--- src/hdl/assert_macros.svh ---
// Assertion macros shared by the RTL of the canonical Huffman table decoder.
`ifndef ASSERT_MACROS_SVH
`define ASSERT_MACROS_SVH

`ifndef ASSERT_OFF

// Same-cycle implication, sampled on clk and disabled while rst_n is low.
`define ASSERT_IMPLIES(name, pre, post, msg) \
  name: assert property (@(posedge clk) disable iff (!rst_n) (pre) |-> (post)) \
    else $error(msg);

// Next-cycle implication, sampled on clk and disabled while rst_n is low.
`define ASSERT_NEXT(name, pre, post, msg) \
  name: assert property (@(posedge clk) disable iff (!rst_n) (pre) |=> (post)) \
    else $error(msg);

`else

`define ASSERT_IMPLIES(name, pre, post, msg)
`define ASSERT_NEXT(name, pre, post, msg)

`endif

`endif

--- src/hdl/chtd_pkg.sv ---
// Shared constants, types and control structs of the canonical Huffman table decoder.
`timescale 1ns / 1ps
`default_nettype none

package chtd_pkg;

  localparam int DEF_MAX_SYMBOLS   = 512;
  localparam int DEF_MAX_CODE_BITS = 15;

  localparam int ALPHA_W   = 10;
  localparam int OP_W      = 2;
  localparam int LEN_W     = 4;
  localparam int WIN_W     = 16;
  localparam int SYM_W     = 9;
  localparam int LIM_W     = 32;
  localparam int TBL_DEPTH = 16;

  localparam logic [ALPHA_W-1:0] ALPHA_RESET = 10'd20;
  localparam logic [WIN_W-1:0]   WIN_MASK    = 16'hFFFE;

  typedef enum logic [OP_W-1:0] {
    OP_LOAD   = 2'd0,
    OP_BUILD  = 2'd1,
    OP_DECODE = 2'd2
  } op_t;

  typedef enum logic [3:0] {
    ST_IDLE,
    ST_SWEEP,
    ST_SWEEP_TAIL,
    ST_LIMITS,
    ST_FILL,
    ST_FILL_TAIL,
    ST_DEC_FIND,
    ST_DEC_DIST,
    ST_DEC_READ,
    ST_DEC_OUT
  } state_t;

  typedef struct packed {
    logic count_clr;
    logic count_en;
    logic lim_step;
    logic fill_start;
    logic fill_en;
    logic dec_find;
    logic dec_dist;
  } lim_ctrl_t;

endpackage

`default_nettype wire

--- src/hdl/chtd_len_mem.sv ---
// Code length memory with its load pointer and fill mark.
`timescale 1ns / 1ps
`default_nettype none

module chtd_len_mem #(
  parameter int MAX_SYMBOLS = chtd_pkg::DEF_MAX_SYMBOLS
) (
  input  logic                             clk,
  input  logic                             rst_n,
  input  logic                             load_en,
  input  logic [chtd_pkg::LEN_W-1:0]       load_len,
  input  logic                             idx_clr,
  input  logic                             rd_en,
  input  logic [$clog2(MAX_SYMBOLS)-1:0]   rd_addr,
  output logic [chtd_pkg::LEN_W-1:0]       rd_len
);
  import chtd_pkg::*;

  localparam int AW = $clog2(MAX_SYMBOLS);
  localparam int CW = $clog2(MAX_SYMBOLS + 1);

  logic [LEN_W-1:0] mem [MAX_SYMBOLS];
  logic [CW-1:0]    load_idx_r, load_idx_nxt;
  logic [CW-1:0]    fill_r, fill_nxt;
  logic [LEN_W-1:0] rd_data_r;
  logic             rd_hit_r;
  logic             wr_en;

  // Loads past the end of the store are dropped.
  assign wr_en = load_en && (load_idx_r < CW'(MAX_SYMBOLS));

  // Loads always run upward from entry zero, so the written entries since
  // reset form a prefix; entries at or above the fill mark read as zero.
  always_comb begin
    load_idx_nxt = load_idx_r;
    fill_nxt     = fill_r;
    if (idx_clr) begin
      load_idx_nxt = '0;
    end else if (wr_en) begin
      load_idx_nxt = load_idx_r + 1'b1;
      if (load_idx_r >= fill_r) begin
        fill_nxt = load_idx_r + 1'b1;
      end
    end
  end

  always_ff @(posedge clk) begin
    if (!rst_n) begin
      load_idx_r <= '0;
      fill_r     <= '0;
    end else begin
      load_idx_r <= load_idx_nxt;
      fill_r     <= fill_nxt;
    end
  end

  always_ff @(posedge clk) begin
    if (wr_en) begin
      mem[load_idx_r[AW-1:0]] <= load_len;
    end
  end

  always_ff @(posedge clk) begin
    if (rd_en) begin
      rd_data_r <= mem[rd_addr];
      rd_hit_r  <= CW'(rd_addr) < fill_r;
    end
  end

  assign rd_len = rd_hit_r ? rd_data_r : '0;

endmodule

`default_nettype wire

--- config.mk ---
export PLATFORM = sky130hd
export DESIGN_NAME = chtd_len_mem
export DESIGN_NICKNAME = d
export VERILOG_FILES = /design/src/hdl/assert_macros.svh /design/src/hdl/chtd_pkg.sv /design/src/hdl/chtd_len_mem.sv
export SDC_FILE = /design/constraint.sdc
export NUM_CORES = 2
export LEC_CHECK = 0
export BUFFER_PORTS_ARGS = -buffer_cell sky130_fd_sc_hd__buf_2
export CAP_MARGIN = 10
export CORE_ASPECT_RATIO = 1.2
export CORE_UTILIZATION = 25
export CTS_CLUSTER_DIAMETER = 150
export DETAILED_ROUTE_END_ITERATION = 16
export GPL_ROUTABILITY_DRIVEN = 0
export HOLD_SLACK_MARGIN = 0.05
export MAX_ROUTING_LAYER = met4
export PLACE_DENSITY = 0.46
export SLEW_MARGIN = 10
export SYNTH_ARGS = -nofsm -noshare
export SYNTH_HDL_FRONTEND = slang
export SYNTH_SLANG_ARGS = --single-unit
--- constraint.sdc ---
create_clock -name clk -period 6.8 [get_ports clk]
set_input_delay 0.34 -clock clk [delete_from_list [all_inputs] [get_ports clk]]
set_output_delay 0.34 -clock clk [all_outputs]
set_load 0.01 [all_outputs]
==> results_dict.tcl <==
set metrics [dict create \
    outcome "finished clean" \
    die_w_um 525.4 \
    cp_max_fo 86 \
    crit_type "input pin to flop" \
    hpwlAfterDp_um 131400 \
    ant_nets 0 \
    hold_viol_final 0 \
    cts_tree "built" \
    rsz0062_at_grt "false" \
    die_area_um2 331000 \
    reg2reg_setup_slack_ns 3.23 \
    utilization_pct 28.72 \
    endpoint "rd_data_r[2]" \
    clock_path_buffers 4 \
    cp.depth 9 \
    yosysTopAreaCellShare_pct 75.02 \
    antenna_found_initial 12 \
    first_global_vias 43272 \
    grt_first_pass_wirelength_um 320700 \
    path_buf_inv 2 \
    initialDrtViolationCount 3634 \
    startpoint "rd_addr[0]" \
    syn_inst 4295 \
    slew_viol_final 0 \
    path_cells "buf_8 > buf_12 > mux4_1 > mux2_2 > o22ai_2 > a211oi_1 > nor4b_2 > a211o_1 > a21oi_1" \
    slew_headroom_pct 21.11 \
    drt-total-wl_um 221800 \
    drive_gt1_share_pct 21.03 \
    grt_usage_pct 13.59 \
    irDropWorstVdd_mv 0.1988 \
    setup_viol 0 \
    postCtsSetupRepairBufs 0 \
    synth-simple-area-share_pct 5.157 \
    synth_top_family_by_area "multiplexers" \
    r2r_cells 4 \
    cts.sinks 2073 \
    fp.dieH_um 630.1 \
    ys.flop_type "edfxtp_1" \
    power_leakage_nw 27.83 \
    setup_tns_ns 0 \
    cp.required_ns 7.37 \
    critical-path-top-delay-family "buffers and inverters" \
    whs_ns 0.1933 \
    crit_path_top_delay_cell "nor4b_2" \
    cts_resized 0 \
    synth-compound-area-share_pct 2.141 \
    instances_no_fill 8783 \
    route.detailed.drc 0 \
    area_growth_pct 14.24 \
    ys_seq_elements 2073 \
    routed-via-count 40364 \
    path_clk_slew_ns 0.06 \
    ys_seq_area_share_pct 75.51 \
    r2r_end "mem[221][2]" \
    io_buffers 21 \
    cp.arrival_ns 4.23 \
    rows 230 \
    cp_slowest_stage_delay_ns 0.79 \
    worstReg2RegStart "load_idx_r[6]" \
    clk_latency_ns 0.86 \
    cap_violations 0 \
    power_density_nw_per_um2 285.7 \
    wire_per_inst_um 25.25 \
    netlist_area_um2 82180 \
    finalCriticalPeriod_ns 3.660 \
    placed_area_um2 87060 \
    core_area_um2 326900 \
    htree_levels 4 \
    dr.pass1.iters 5 \
    max_freq_ghz 0.2732 \
    synthMuxAreaShare_pct 14.57 \
    viasPerCell 4.596 \
    fin_nets 4365 \
    grt_max_degree 200 \
    synthAdderAreaFrac_pct 0.3350 \
    synth_xor_area_share_pct 0.1599 \
    start_util_pct 25.14 \
    ios 22 \
    synthDistinctLibCells 53 \
    cts_root_buf "clkbuf_16" \
    syn_avg_cell_area_um2 19.13 \
    synth_nets 4335 \
    async_flop_share_pct 0 \
    tightest_slew_ns 1.183 \
    hold_path_class "input pin to flop" \
    synth_warnings 0 \
    numCtsBuffers 209 \
    dp_cells 8398 \
    synth_edf_count 2053 \
    cts_hold_buf 8 \
    grt_overflow 0 \
    cp-end-kind "flop" \
    synth.area.top_cells "edfxtp_1, mux4_2, nor2_1, nand2_1, nand3_1" \
    finClkSkew_ns 0.07399 \
    finish.instance_area_um2 93880 \
    fin_crit_sh_pct 53.82 \
    yosys.area.top_type "edfxtp_1" \
    cp-start-kind "input pin" \
]
## worst reg2reg max path: cells and delay by family, from the launching register on
kind             cells  cell delay, ns
and+or+nand+nor      4            2.39
DFF                  1            0.82
## layout make-up
type	count	area, um2
antenna	3	7.507
clock buffer	247	5415
tap	4292	5370
sequential	2073	62050
clock inverter	127	1316
fill	32169	233000
multi-input combinational	1919	18590
timing repair buffer	109	1080
inverter	13	53.80
## cell usage after synthesis (2+ instances only)
cell type,number
dfxtp_1,20
nand3_1,116
a21o_1,6
clkbuf_4,5
and3_1,2
nor3_1,11
a211oi_1,14
inv_1,12
mux4_1,11
nand2b_1,7
o21ai_0,109
a211o_1,2
buf_2,58
o22ai_1,66
nor2b_1,11
a32o_1,9
o211a_1,3
nand4_1,17
o221ai_1,8
and2_1,5
buf_12,2
mux2i_1,20
nor2_1,583
a31oi_1,46
a21oi_1,8
buf_6,51
a221oi_1,8
or2_2,2
buf_1,7
xnor2_1,11
ha_1,22
mux4_2,501
nor4_1,2
buf_8,4
edfxtp_1,2053
nand2_1,282
buf_4,16
o21ai_1,2
clkbuf_1,147
mux2_2,18
xor2_1,4
nor3b_1,3
## placed cells by master (no fill, tap or decap), types with 5 or more instances in the layout
master / synthesis / final
a211oi_1: 14 / 14
a21o_1: 6 / 6
a21oi_1: 8 / 8
a221oi_1: 8 / 8
a31oi_1: 46 / 46
a32o_1: 9 / 9
and2_1: 5 / 6
buf_12: 2 / 18
buf_2: 58 / 13
buf_4: 16 / 63
buf_8: 4 / 6
bufinv_16: 0 / 25
clkbuf_1: 147 / 36
clkbuf_16: 0 / 211
clkinv_1: 1 / 42
clkinv_2: 0 / 35
clkinv_4: 0 / 5
clkinvlp_4: 0 / 13
dfxtp_1: 20 / 20
dlygate4sd3_1: 0 / 8
edfxtp_1: 2053 / 2053
ha_1: 22 / 22
inv_1: 12 / 12
mux2_2: 18 / 18
mux2i_1: 20 / 20
mux4_1: 11 / 11
mux4_2: 501 / 501
nand2_1: 282 / 281
nand2b_1: 7 / 6
nand3_1: 116 / 104
nand3_4: 0 / 12
nand4_1: 17 / 17
nor2_1: 583 / 580
nor2b_1: 11 / 6
nor3_1: 11 / 11
o21ai_0: 109 / 109
o221ai_1: 8 / 8
o22ai_1: 66 / 66
xnor2_1: 11 / 11
## registers in the layout (all words and copies together), names as in the netlist
register,flops
fill_r,10
load_idx_r,10
mem,2048
rd_data_r,4
rd_hit_r,1
## stage by stage
stage	total power (W)	setup slack [ns]
after floorplan	0.01500	4.490
after global placement	0.01556	1.635
after detailed placement	0.01557	2.121
after CTS	0.02713	3.071
after global routing	0.02758	2.996
final	0.02682	3.140
## power breakdown
group / internal, W / total, W / switching (W)
Sequential: 0.0140 / 0.0141 / 0.0000114
Combinational: 0.000405 / 0.00120 / 0.000797
Clock: 0.00662 / 0.0116 / 0.00493
Total: 0.0211 / 0.0268 / 0.00574
## routing by layer
layer / vias up / wire [um] / GRT usage, % / part of all wire, %
li1: 17302 / - / - / -
met1: 21808 / 90250 / 16.31 / 41
met2: 951 / 117000 / 24.01 / 53
met5: - / 0 / - / 0
met3: 303 / 9173 / 1.676 / 4.1
met4: 0 / 5382 / 3.569 / 2.4
## kinds of logic after synthesis
kind of cell / Yosys count
buffers and inverters: 303
flip-flops: 2073
AND/OR/NAND/NOR: 1047
XOR/XNOR: 15
multiplexers: 550
AO/OA/AOI/OAI: 285
adder cells (fa/ha/maj): 22
## worst min-delay path by stage
| stage | start | end | slack (ns) | depth (start not counted) |
|---|---|---|---|---|
| 2_1_floorplan | fill_r[1] | fill_r[1] | 0.43 | 2 |
| 3_3_place_gp | fill_r[3] | fill_r[3] | 0.45 | 2 |
| 3_5_place_dp | fill_r[3] | fill_r[3] | 0.46 | 2 |
| 4_1_cts | load_len[3] | mem[34][3] | 0.11 | 1 |
| 5_1_grt | load_len[3] | mem[34][3] | 0.14 | 1 |
| 6_report | load_len[3] | mem[23][3] | 0.19 | 1 |
Power figures use the tool's default switching activity.
